`config.mk`:
```
export PLATFORM = sky130hd
export DESIGN_NAME = kmsi_hash
export DESIGN_NICKNAME = d
export VERILOG_FILES = /design/src/rtl/kmer_seed_index_and_match_unit_defines.svh /design/src/rtl/kmsi_pkg.sv /design/src/rtl/kmsi_ram.sv /design/src/rtl/kmsi_hash.sv
export SDC_FILE = /design/constraint.sdc
export NUM_CORES = 2
export LEC_CHECK = 0
export ABC_AREA = 0
export BUFFER_PORTS_ARGS = -buffer_cell sky130_fd_sc_hd__buf_2
export CAP_MARGIN = 20
export CORE_AREA = 2 2 428 302
export CTS_BUF_LIST = sky130_fd_sc_hd__clkbuf_4 sky130_fd_sc_hd__clkbuf_8
export DETAILED_ROUTE_END_ITERATION = 12
export DIE_AREA = 0 0 430 304
export PLACE_DENSITY = 0.76
export SYNTH_ARGS = -nofsm -noshare
export SYNTH_HDL_FRONTEND = slang
export SYNTH_SLANG_ARGS = --single-unit
```
`constraint.sdc`:
```
create_clock -name clk_i -period 7.9 [get_ports clk_i]
set_input_delay 0.395 -clock clk_i [delete_from_list [all_inputs] [get_ports clk_i]]
set_output_delay 0.395 -clock clk_i [all_outputs]
set_load 0.02 [all_outputs]
```
`src/rtl/kmer_seed_index_and_match_unit_defines.svh`:
```
// assertion macros of the k-mer seed index, used by the table engine
`ifndef KMER_SEED_INDEX_AND_MATCH_UNIT_DEFINES_SVH
`define KMER_SEED_INDEX_AND_MATCH_UNIT_DEFINES_SVH
`ifndef ASSERT_OFF
// same-cycle implication
`define KMSI_ASSERT_IMPLIES(lbl, clk, rstn, ante, cons) \
  lbl: assert property (@(posedge clk) disable iff (!rstn) (ante) |-> (cons)) \
    else $error("kmsi assertion failed");
// next-cycle implication
`define KMSI_ASSERT_NEXT(lbl, clk, rstn, ante, cons) \
  lbl: assert property (@(posedge clk) disable iff (!rstn) (ante) |=> (cons)) \
    else $error("kmsi assertion failed");
`else
`define KMSI_ASSERT_IMPLIES(lbl, clk, rstn, ante, cons)
`define KMSI_ASSERT_NEXT(lbl, clk, rstn, ante, cons)
`endif
`endif

```
`src/rtl/kmsi_pkg.sv`:
```
// types, constants and helper functions of the k-mer seed index
package kmsi_pkg;

  localparam int unsigned MaxK        = 64;
  localparam int unsigned KBits       = $clog2(MaxK + 1);
  localparam int unsigned WinBits     = $clog2(MaxK);
  localparam int unsigned SymBits     = 6;
  localparam int unsigned HashBits    = 64;
  localparam logic [31:0] HashBaseLo  = 32'd911382323;
  localparam int unsigned TableSlots  = 4096;
  localparam int unsigned SlotBits    = $clog2(TableSlots);
  localparam int unsigned PosPerKey   = 4;
  localparam int unsigned PosIdxBits  = $clog2(PosPerKey);
  localparam int unsigned CntBits     = $clog2(PosPerKey + 1);
  localparam int unsigned ProbeLimit  = 8;
  localparam int unsigned ProbeBits   = $clog2(ProbeLimit);
  localparam int unsigned PosBits     = 24;
  localparam int unsigned StepBits    = 16;
  localparam int unsigned CapBits     = 24;
  localparam int unsigned ReqBits     = 2;
  localparam int unsigned CfgIdxBits  = 2;
  localparam int unsigned CfgDataBits = 24;
  localparam int unsigned SlotWidth   = 1 + CntBits + HashBits;

  localparam logic [KBits-1:0]    KmerLenReset = KBits'(64);
  localparam logic [StepBits-1:0] StepReset    = StepBits'(256);
  localparam logic [CapBits-1:0]  CapReset     = CapBits'(400000);

  localparam logic [7:0] ChDigitLo = 8'h30;
  localparam logic [7:0] ChDigitHi = 8'h39;
  localparam logic [7:0] ChUpperLo = 8'h41;
  localparam logic [7:0] ChUpperHi = 8'h5A;

  typedef enum logic [ReqBits-1:0] {
    REQ_REF    = 2'd0,
    REQ_QUERY  = 2'd1,
    REQ_CLEAR  = 2'd2,
    REQ_UNUSED = 2'd3
  } req_e;

  typedef enum logic [CfgIdxBits-1:0] {
    CFG_KMER_LEN    = 2'd0,
    CFG_SAMPLE_STEP = 2'd1,
    CFG_PAIR_CAP    = 2'd2
  } cfg_e;

  typedef enum logic [2:0] {
    SEEK_INSERT = 3'b001,
    SEEK_LOOKUP = 3'b010,
    SEEK_CLEAR  = 3'b100
  } seek_op_e;

  // request from the hash stage to the table engine
  typedef struct packed {
    logic                valid;
    seek_op_e            op;
    logic [HashBits-1:0] hash;
    logic [PosBits-1:0]  start;
  } seek_t;

  // byte to symbol: digits 1-10, capitals 11-36, else 0
  function automatic logic [SymBits-1:0] sym_of(input logic [7:0] b);
    logic [SymBits-1:0] s;
    s = '0;
    if (b >= ChDigitLo && b <= ChDigitHi) begin
      s = SymBits'(b - ChDigitLo + 8'd1);
    end else if (b >= ChUpperLo && b <= ChUpperHi) begin
      s = SymBits'(b - ChUpperLo + 8'd11);
    end
    return s;
  endfunction

  // window length clamped to 1..MaxK
  function automatic logic [KBits-1:0] eff_k(input logic [KBits-1:0] k);
    logic [KBits-1:0] r;
    r = k;
    if (k == '0) begin
      r = KBits'(1);
    end else if (k > KBits'(MaxK)) begin
      r = KBits'(MaxK);
    end
    return r;
  endfunction

endpackage

```
`src/rtl/kmsi_ram.sv`:
```
// generic simple dual-port ram, read-first, registered read
module kmsi_ram #(
  parameter int unsigned Width = 8,
  parameter int unsigned Depth = 16
) (
  input  logic                     clk_i,
  input  logic                     we_i,
  input  logic [$clog2(Depth)-1:0] waddr_i,
  input  logic [Width-1:0]         wdata_i,
  input  logic                     re_i,
  input  logic [$clog2(Depth)-1:0] raddr_i,
  output logic [Width-1:0]         rdata_o
);

  logic [Width-1:0] mem_q [Depth];
  logic [Width-1:0] rdata_q;

  // storage array
  always_ff @(posedge clk_i) begin
    if (we_i) begin
      mem_q[waddr_i] <= wdata_i;
    end
  end

  // read port
  always_ff @(posedge clk_i) begin
    if (re_i) begin
      rdata_q <= mem_q[raddr_i];
    end
  end

  assign rdata_o = rdata_q;

endmodule

```
`src/rtl/kmsi_hash.sv`:
```
// symbol window memory, rolling hash and base power sequencer
module kmsi_hash (
  input  logic                             clk_i,
  input  logic                             rst_ni,
  input  logic                             take_i,
  input  logic [kmsi_pkg::ReqBits-1:0]     type_i,
  input  logic [7:0]                       byte_i,
  input  logic                             start_i,
  input  logic                             cfg_we_i,
  input  logic [kmsi_pkg::CfgIdxBits-1:0]  cfg_idx_i,
  input  logic [kmsi_pkg::CfgDataBits-1:0] cfg_wdata_i,
  output logic                             idle_o,
  output kmsi_pkg::seek_t                  seek_o
);
  import kmsi_pkg::*;

  typedef enum logic [4:0] {
    H_IDLE = 5'b00001,
    H_MUL  = 5'b00010,
    H_ADD  = 5'b00100,
    H_PMUL = 5'b01000,
    H_PADD = 5'b10000
  } hstate_e;

  hstate_e             state_q, state_d;
  logic [KBits-1:0]    kmer_len_q, kmer_len_d;
  logic [StepBits-1:0] step_q, step_d;
  logic [HashBits-1:0] hash_q, hash_d;
  logic [HashBits-1:0] pow_q, pow_d;
  logic [KBits-1:0]    pow_cnt_q, pow_cnt_d;
  logic [KBits-1:0]    fill_q, fill_d;
  logic [PosBits-1:0]  start_q, start_d;
  logic [StepBits-1:0] phase_q, phase_d;
  logic [WinBits-1:0]  head_q, head_d;
  logic [SymBits-1:0]  sym_q, sym_d;
  logic                is_ref_q, is_ref_d;
  logic                full_q, full_d;
  logic [HashBits-1:0] lo_q, lo_d;
  logic [31:0]         hi_q, hi_d;
  logic [HashBits-1:0] old_q, old_d;
  seek_t               seek_q, seek_d;

  logic [KBits-1:0]    k_eff;
  logic [StepBits-1:0] step_eff;
  logic [WinBits-1:0]  head_use;
  logic [WinBits-1:0]  head_nxt;
  logic [HashBits-1:0] opnd;
  logic [HashBits-1:0] sum;
  logic [StepBits:0]   phase_inc;
  logic [StepBits-1:0] phase_step;
  logic [StepBits-1:0] phase_new;
  logic [PosBits-1:0]  start_new;
  logic                win_full;
  logic                win_we;
  logic [SymBits-1:0]  win_rdata;
  logic [SymBits-1:0]  sym_in;

  assign k_eff    = eff_k(kmer_len_q);
  assign step_eff = (step_q == '0) ? StepBits'(1) : step_q;
  assign sym_in   = sym_of(byte_i);

  // window slot of the incoming symbol
  always_comb begin
    if (start_i || (KBits'(head_q) >= k_eff)) begin
      head_use = '0;
    end else begin
      head_use = head_q;
    end
    if (KBits'(head_use) + KBits'(1) >= k_eff) begin
      head_nxt = '0;
    end else begin
      head_nxt = head_use + WinBits'(1);
    end
  end

  kmsi_ram #(
    .Width (SymBits),
    .Depth (MaxK)
  ) u_win_ram (
    .clk_i   (clk_i),
    .we_i    (win_we),
    .waddr_i (head_use),
    .wdata_i (sym_in),
    .re_i    (win_we),
    .raddr_i (head_use),
    .rdata_o (win_rdata)
  );

  // shared 32x32 multipliers: hash or base power times the base
  assign opnd = (state_q == H_PMUL) ? pow_q : hash_q;
  assign lo_d = opnd[31:0] * HashBaseLo;
  assign hi_d = opnd[63:32] * HashBaseLo;
  assign old_d = pow_q * win_rdata;

  // hash update and window advance
  assign sum = lo_q + {hi_q, 32'b0} + HashBits'(sym_q) - (full_q ? old_q : '0);
  assign phase_inc  = {1'b0, phase_q} + (StepBits+1)'(1);
  assign phase_step = (phase_inc >= {1'b0, step_eff}) ? '0 : phase_inc[StepBits-1:0];
  assign phase_new  = full_q ? phase_step : phase_q;
  assign start_new  = full_q ? (start_q + PosBits'(1)) : start_q;
  assign win_full   = full_q || ((fill_q + KBits'(1)) >= k_eff);

  // sequencer
  always_comb begin
    state_d    = state_q;
    kmer_len_d = kmer_len_q;
    step_d     = step_q;
    hash_d     = hash_q;
    pow_d      = pow_q;
    pow_cnt_d  = pow_cnt_q;
    fill_d     = fill_q;
    start_d    = start_q;
    phase_d    = phase_q;
    head_d     = head_q;
    sym_d      = sym_q;
    is_ref_d   = is_ref_q;
    full_d     = full_q;
    seek_d     = '0;
    seek_d.op  = SEEK_CLEAR;
    win_we     = 1'b0;
    unique case (state_q)
      H_IDLE: begin
        if (take_i) begin
          unique case (req_e'(type_i))
            REQ_REF, REQ_QUERY: begin
              win_we   = 1'b1;
              head_d   = head_nxt;
              sym_d    = sym_in;
              is_ref_d = (req_e'(type_i) == REQ_REF);
              if (start_i) begin
                hash_d  = '0;
                fill_d  = '0;
                start_d = '0;
                phase_d = '0;
                full_d  = 1'b0;
              end else begin
                full_d  = (fill_q >= k_eff);
              end
              state_d = H_MUL;
            end
            REQ_CLEAR: begin
              seek_d.valid = 1'b1;
              seek_d.op    = SEEK_CLEAR;
            end
            default: ;
          endcase
        end
      end
      H_MUL: begin
        state_d = H_ADD;
      end
      H_ADD: begin
        hash_d  = sum;
        start_d = start_new;
        phase_d = phase_new;
        if (!full_q) begin
          fill_d = fill_q + KBits'(1);
        end
        if (win_full && (phase_new == '0)) begin
          seek_d.valid = 1'b1;
          seek_d.op    = is_ref_q ? SEEK_INSERT : SEEK_LOOKUP;
          seek_d.hash  = sum;
          seek_d.start = start_new;
        end
        state_d = H_IDLE;
      end
      H_PMUL: begin
        state_d = H_PADD;
      end
      H_PADD: begin
        pow_d     = lo_q + {hi_q, 32'b0};
        pow_cnt_d = pow_cnt_q - KBits'(1);
        state_d   = (pow_cnt_q == KBits'(1)) ? H_IDLE : H_PMUL;
      end
      default: state_d = H_IDLE;
    endcase
    // register writes
    if (cfg_we_i) begin
      unique case (cfg_e'(cfg_idx_i))
        CFG_KMER_LEN: begin
          kmer_len_d = cfg_wdata_i[KBits-1:0];
          pow_d      = HashBits'(1);
          pow_cnt_d  = eff_k(cfg_wdata_i[KBits-1:0]);
          hash_d     = '0;
          fill_d     = '0;
          start_d    = '0;
          phase_d    = '0;
          head_d     = '0;
          state_d    = H_PMUL;
        end
        CFG_SAMPLE_STEP: step_d = cfg_wdata_i[StepBits-1:0];
        default: ;
      endcase
    end
  end

  // control registers
  always_ff @(posedge clk_i or negedge rst_ni) begin
    if (!rst_ni) begin
      state_q    <= H_PMUL;
      kmer_len_q <= KmerLenReset;
      step_q     <= StepReset;
      pow_q      <= HashBits'(1);
      pow_cnt_q  <= eff_k(KmerLenReset);
      hash_q     <= '0;
      fill_q     <= '0;
      start_q    <= '0;
      phase_q    <= '0;
      head_q     <= '0;
      seek_q     <= '0;
    end else begin
      state_q    <= state_d;
      kmer_len_q <= kmer_len_d;
      step_q     <= step_d;
      pow_q      <= pow_d;
      pow_cnt_q  <= pow_cnt_d;
      hash_q     <= hash_d;
      fill_q     <= fill_d;
      start_q    <= start_d;
      phase_q    <= phase_d;
      head_q     <= head_d;
      seek_q     <= seek_d;
    end
  end

  // datapath registers
  always_ff @(posedge clk_i) begin
    sym_q    <= sym_d;
    is_ref_q <= is_ref_d;
    full_q   <= full_d;
    lo_q     <= lo_d;
    hi_q     <= hi_d;
    old_q    <= old_d;
  end

  assign idle_o = (state_q == H_IDLE) && !seek_q.valid;
  assign seek_o = seek_q;

endmodule

```
# Word level (Yosys, flattened, before mapping)
# Memories as Yosys holds them, arrays and structs flattened. A register that Yosys moved wholly into a read port is not among the register bits.
# Cells that the tools add are included.
[totals] rom_bits=0 output_inout_bits=93 ramBits=384 reg_bits=474 mem_count=1 elab_cells=141 latchBits=0 inputBits=41
[op_classes] n_reduce_logical=17 order_cmp=11 shifts=0 bitwise_logic=0 n_mux=67 addsub=13 n_div=0 multipliers=3 n_eq_ne=9
[mem_list] memory="u_win_ram.mem_q" words=64 width=6 rd=1 rd_clocked_by_memory_dff=1 write_ports=1 line_no="kmsi_ram.sv:15" source="logic [Width-1:0] mem_q [Depth];"
[ops] operator="64-bit 2-to-1 mux" n=10
[ops] operator="24-bit 2-to-1 mux" n=6
[ops] operator="16-bit 2-to-1 mux" n=8
[ops] operator="64-bit one-hot mux with 2 select lines" n=1
[ops] operator="92-bit 2-to-1 mux" n=1
[ops] operator="7-bit 2-to-1 mux" n=13
[ops] operator="88-bit 2-to-1 mux" n=1
[ops] operator="62-bit by 64-bit adder with 64-bit output" n=1
[ops] operator="64-bit by 6-bit adder with 64-bit output" n=1
[ops] operator="64-bit by 6-bit multiplier with 64-bit output" n=1
[ops] operator="64-bit subtractor" n=1
[ops] operator="32-bit by 30-bit multiplier with 62-bit output (second input constant)" n=1
[ops] operator="6-bit 2-to-1 mux" n=9
[ops] operator="24-bit one-hot mux with 2 select lines" n=1
[ops] operator="16-bit zero test" n=2
[ops] operator="32-bit by 30-bit multiplier with 32-bit output (second input constant)" n=1
[ops] operator="16-bit one-hot mux with 2 select lines" n=1
[ops] operator="24-bit by 1-bit adder with 24-bit output (second input constant)" n=1
[ops] operator="7-bit >= comparator" n=3
[ops] operator="5-bit 2-to-1 mux" n=4
[ops] operator="5-bit one-hot mux with 4 select lines" n=1
[ops] operator="16-bit by 1-bit adder with 17-bit output (second input constant)" n=1
[ops] operator="17-bit by 16-bit >= comparator with 1-bit output" n=1
[ops] operator="7-bit greater-than comparator (second input constant)" n=2
[ops] operator="other kinds (33)" n=48

# Logic depth before layout (Yosys ltp)
[depth] ltp_word=14 ltp_mapped=35 depth_no_buf=33

# Hierarchy
# From an unflattened synthesis, not the netlist that was laid out.
[unflattened] hier_cells=7172 hier_area_um2=75102.0
[modules_own_cells] module="kmsi_hash" instances=1 cells_per_inst=6452 area_each_um2=59816.1 seq_area_each_um2=11116.9
[modules_own_cells] module="kmsi_ram" instances=1 cells_per_inst=720 area_each_um2=15285.9 seq_area_each_um2=11711.2

# Least setup slack after synthesis
# OpenSTA, ideal clock, no wires.
[synth_timing] kind="reg2reg" startpoint="register state_q[1]" endpoint="register lo_q[59]" stages_incl_launch_ff=33 required_time_ps=7828 setup_time_ps=72 path_buffers=4 path_slack_ps=-850 synth_period_minus_slack_ps=8750 t_arrival_ps=8678 cell_sequence="dfrtp_1 -> nor2_1 -> nand3_1 -> buf_2 -> buf_2 -> buf_1 -> buf_1 -> mux2_2 -> ha_1 -> xor2_1 -> ha_1 -> nor2_1 -> fa_1 -> inv_1 -> fa_1 -> fa_1 -> fa_1 -> fa_1 -> inv_1 -> fa_1 -> inv_1 -> ha_1 -> a211oi_1 -> o21bai_1 -> a21oi_1 -> o21ai_0 -> a311o_2 -> a211oi_2 -> o31ai_1 -> a21bo_2 -> nand2_1 -> o31ai_2 -> xor2_1"
[synth_between] elab_chain_cells=3
[synth_rtl] element="start, declared" line_no="kmsi_hash.sv:25" source="hstate_e state_q, state_d;"
[synth_rtl] element="start signal, assigned" line_no="kmsi_hash.sv:212" source="state_q <= state_d;"
[synth_rtl] element="5-bit by 4-bit == test with 1-bit output" line_no="kmsi_hash.sv:90" source="assign opnd = (state_q == H_PMUL) ? pow_q : hash_q;"
[synth_rtl] element="64-bit 2-to-1 mux" line_no="kmsi_hash.sv:90"
[synth_rtl] element="32-bit by 30-bit multiplier with 62-bit output" line_no="kmsi_hash.sv:91" source="assign lo_d = opnd[31:0] * HashBaseLo;"
[synth_rtl] element="via lo_d[59]" line_no="kmsi_hash.sv:38" source="logic [HashBits-1:0] lo_q, lo_d;"
[synth_rtl] element="end signal, assigned" line_no="kmsi_hash.sv:231" source="lo_q <= lo_d;"
[synth_rtl] element="end, declared" line_no="kmsi_hash.sv:38"
# The timed path passes the listed nets, and every way through them passes these cells.
# A chain may end at the register's enable or synchronous reset.

# Final worst setup path
[layout_timing] startpoint="register state_q[0]" endpoint="register lo_q[59]"
# The elaborated chain is that of the path after synthesis.

==> metrics.md <==
| Metric | Value |
|---|---|
| Top cells by count, synth | `inv_1 (1121), ha_1 (847), nand2_1 (826), fa_1 (784), nor2_1 (440)` |
| Core area | `127000 um2` |
| Initial antenna violation count | `5` |
| Initial Util | `59.3%` |
| Remaining DRCs | `0` |
| Chip width | `430 um` |
| Run status | `complete, but fails checks` |
| Slowest cell delay on critical path | `0.62 ns` |
| Worst setup SP type | `flop` |
| Pins Over Slew Limit | `0` |
| Final setup violating endpoints | `11` |
| Top-count cell post-synth | `inv_1` |
| Static leakage | `41.9 nW` |
| Critical R2R Launch | `state_q[0]` |
| CTS clk-pin slew, worst paths | `0.07 ns` |
| Final Skew | `0.0792 ns` |
| Synth Net Count | `9095` |
| Chip height | `304 um` |
| Clock network fraction of total power | `11.0%` |
| Max VDD drop | `0.530 mV` |
| Final hold violations | `0` |
| NetSw | `0.0193 W` |
| Vias in the first global route | `57700` |
| Post-synthesis async set-or-reset flop share | `35.6%` |
| Top_reg_cell synth | `edfxtp_1` |
| Syn. warnings | `0` |
| Max FO, Critical Path | `7` |
| Setup CP Type | `flop to flop` |
| Headroom to the max-slew limit | `22.5%` |
| PortBufs | `125` |
| First drt pass iteration count | `9` |
| F_max | `0.123 GHz` |
| P_int | `0.0195 W` |
| Crit path DAT | `8.92 ns` |
| Total number of vias | `58000` |
| Failing checks | `setup timing` |
| Post-synth EDFFs | `398` |
| Syn Area/Cell | `10.2 um2` |
| First-pass GRT wire length | `346000 um` |
| Core Rows | `110` |
| Remaining global-route overflow | `0` |
| Cell taking the most area after synthesis | `fa_1` |
| Reg2reg end | `lo_q[59]` |
| Io pins | `134` |
| Clk root buf | `clkbuf_8` |
| R2R cell count | `33` |
| Pwr dens | `450 nW/um2` |
| Maxcap violations | `0` |
| Setup TNS | `-1.97 ns` |
| Avg WL per Cell | `23.3 um` |
| Total CTS buffers | `138` |
| RePlAce Congestion | `1.03` |
| CTS Sinks | `864` |
| Worst Setup SP | `state_q[0]` |
| Slowest CP cell | `fa_2` |
| Type of destination of the critical path | `flop` |
| Yosys top cell area share | `20.8%` |
| Yosys reg bits | `864` |
| CTS tree | `built` |
| Post-layout net count | `9658` |
| Worst hold path class | `primary input to async pin` |
| Worst slew pin tran | `1.15 ns` |
| Area growth syn-to-layout | `14.4%` |
| Final min period | `8.15 ns` |
| Final Total Pwr | `0.0388 W` |
| Area contributors post-synth | `fa_1 (21%), edfxtp_1 (16%), ha_1 (14%)` |
| Synthesized area | `75500 um2` |
| Tcrit/Tclk final | `103%` |
| Drt total wl | `228000 um` |
| Starting DRT DRC Count | `6792` |
| RSZ-0062 raised after global routing | `yes` |
| Detail Placement HPWL | `180000 um` |
| Critical path required time | `8.67 ns` |
| Post-synth cell types | `109` |
| Post-Synthesis Cells | `7423` |
| FF-to-FF setup slack | `-0.25 ns` |
| Worst Setup Slack, final | `-0.252 ns` |
| Seq pwr share | `14.8%` |
| Htree depth | `4` |
| Die area | `131000 um2` |
| Clock Latency Late Sink | `0.91 ns` |
| DRT antenna net count | `0` |
| Number of fill cells | `9524` |
| CTS max path bufs | `3` |
| Combinational power share | `74.2%` |
| Seq/Total Area, Yosys | `30.2%` |
| Vias per cell | `5.93` |
| Sw frac | `49.7%` |
| Global Route Usage Sum | `34.9%` |
| Largest net degree at the start of global routing | `155` |
| Share of layout cells above drive strength 1 | `16.6%` |
==> power by group through the flow <==
stage	Combinational, W	Clock (W)	Sequential, W
finish	0.0288	0.00426	0.00576
global route	0.0315	0.00448	0.00580
CTS	0.0272	0.00430	0.00574
detailed placement	0.0266	0	0.00581
global placement	0.0262	0	0.00580
floorplan	0.0175	0	0.00559
==> cell usage in the layout (no fill, tap or decap), drive strengths merged, types with 26 or more instances in the layout <==
master	Yosys	final
inv	1122	1127
ha	847	847
nand2	827	827
fa	784	784
buf	62	679
nor2	441	441
a21oi	427	427
edfxtp	398	398
dfrtp	303	303
xnor2	247	247
o21ai	222	222
clkbuf	220	204
dfxtp	158	158
a21o	157	157
xor2	129	129
mux2	127	127
and2	88	88
nand3	79	79
mux2i	70	70
nor3	55	55
nand2b	44	44
nand4	42	42
o21bai	40	40
nor2b	38	38
a211oi	38	38
a22oi	35	35
a31oi	35	35
and3	35	35
clkinv	4	34
a222oi	33	33
o21a	33	33
o211ai	26	26
==> final cells by class <==
type                            instances  area (um2)  area share [%]
Clock inverter                         50         559           0.647
Antenna cell                            4        10.0          0.0116
Clock buffer                          200        2470            2.86
Tap cell                             1680        2100            2.43
Inverter                             1126        4240            4.91
Multi-Input combinational cell       5151       48900            56.5
Sequential cell                       864       22800            26.4
Timing Repair Buffer                  705        5330            6.17
==> sequential cells by signal, summed over array words and instances (netlist names), 7 cells and up <==
| signal | cells |
|---|---|
| u_win_ram.mem_q | 384 |
| seek_o | 92 |
| hash_q | 64 |
| old_q | 64 |
| pow_q | 64 |
| lo_q | 62 |
| hi_q | 32 |
| start_q | 24 |
| phase_q | 16 |
| step_q | 16 |
| fill_q | 7 |
| kmer_len_q | 7 |
| pow_cnt_q | 7 |
==> worst max path at each step <==
| stage | end | cells after the start | slack (ns) |
|---|---|---|---|
| final | lo_q[59] | 33 | -0.25 |
| after global routing | lo_q[58] | 32 | -0.39 |
| after global placement | lo_q[60] | 34 | -0.67 |
| after floorplan | lo_q[59] | 33 | -0.01 |
| after detailed placement | lo_q[60] | 34 | -0.76 |
| after CTS | lo_q[59] | 31 | -0.14 |
==> critical path, delay by kind of cell (launching register included) <==
family | cells | cell delay, ns
buf+inv | 10 | 1.31
fa+ha+maj | 9 | 3.86
simple gates | 5 | 0.65
compound gates | 6 | 1.24
flops | 1 | 0.41
xor+xnor | 2 | 0.35
mux | 1 | 0.18
==> what timing repair did <==
action                     in CTS  in global routing
hold endpoints to repair      133                  0
gates cloned                    0                  4
setup buffers                   8                 29
hold buffers                   22                  0
pin swaps                      21                100
setup endpoints to repair      31                 33
gates resized for setup        79                220
==> layer usage <==
| metal | track usage, % | up-vias | wire, um |
|---|---|---|---|
| met5 | 0 | - | 13 |
| met4 | 7.69 | 2 | 4880 |
| met3 | 13.4 | 318 | 34800 |
| met2 | 44.8 | 3211 | 87100 |
| met1 | 54.9 | 28700 | 101000 |
| li1 | - | 25800 | - |
==> kinds of logic (layout without fill, tap and decap cells) <==
kind of cell / count (synthesis) / after routing / synth area share, %
compound gates: 1202 / 1202 / 10.3
xor+xnor: 377 / 377 / 4.39
fa+ha+maj: 1631 / 1631 / 34.8
buf+inv: 1408 / 2081 / 7.16
flops: 864 / 864 / 30.2
mux: 203 / 203 / 3.00
other cells: 0 / 4 / 0
simple gates: 1738 / 1738 / 10.1
==> through the flow <==
stage	instances	area [um2]	setup WS [ns]	hold slack, ns	utilization [%]
after floorplan	7423	75700	-0.0122	0.0994	-
final	9780	86400	-0.252	0.151	67.9
after CTS	9740	85000	-0.140	0.115	66.8
after global placement	9459	81200	-0.666	0.410	63.8
after detailed placement	9460	81200	-0.759	0.417	63.8
after global routing	9780	86400	-0.394	0.183	67.9
(Power assumes the default switching activity.)
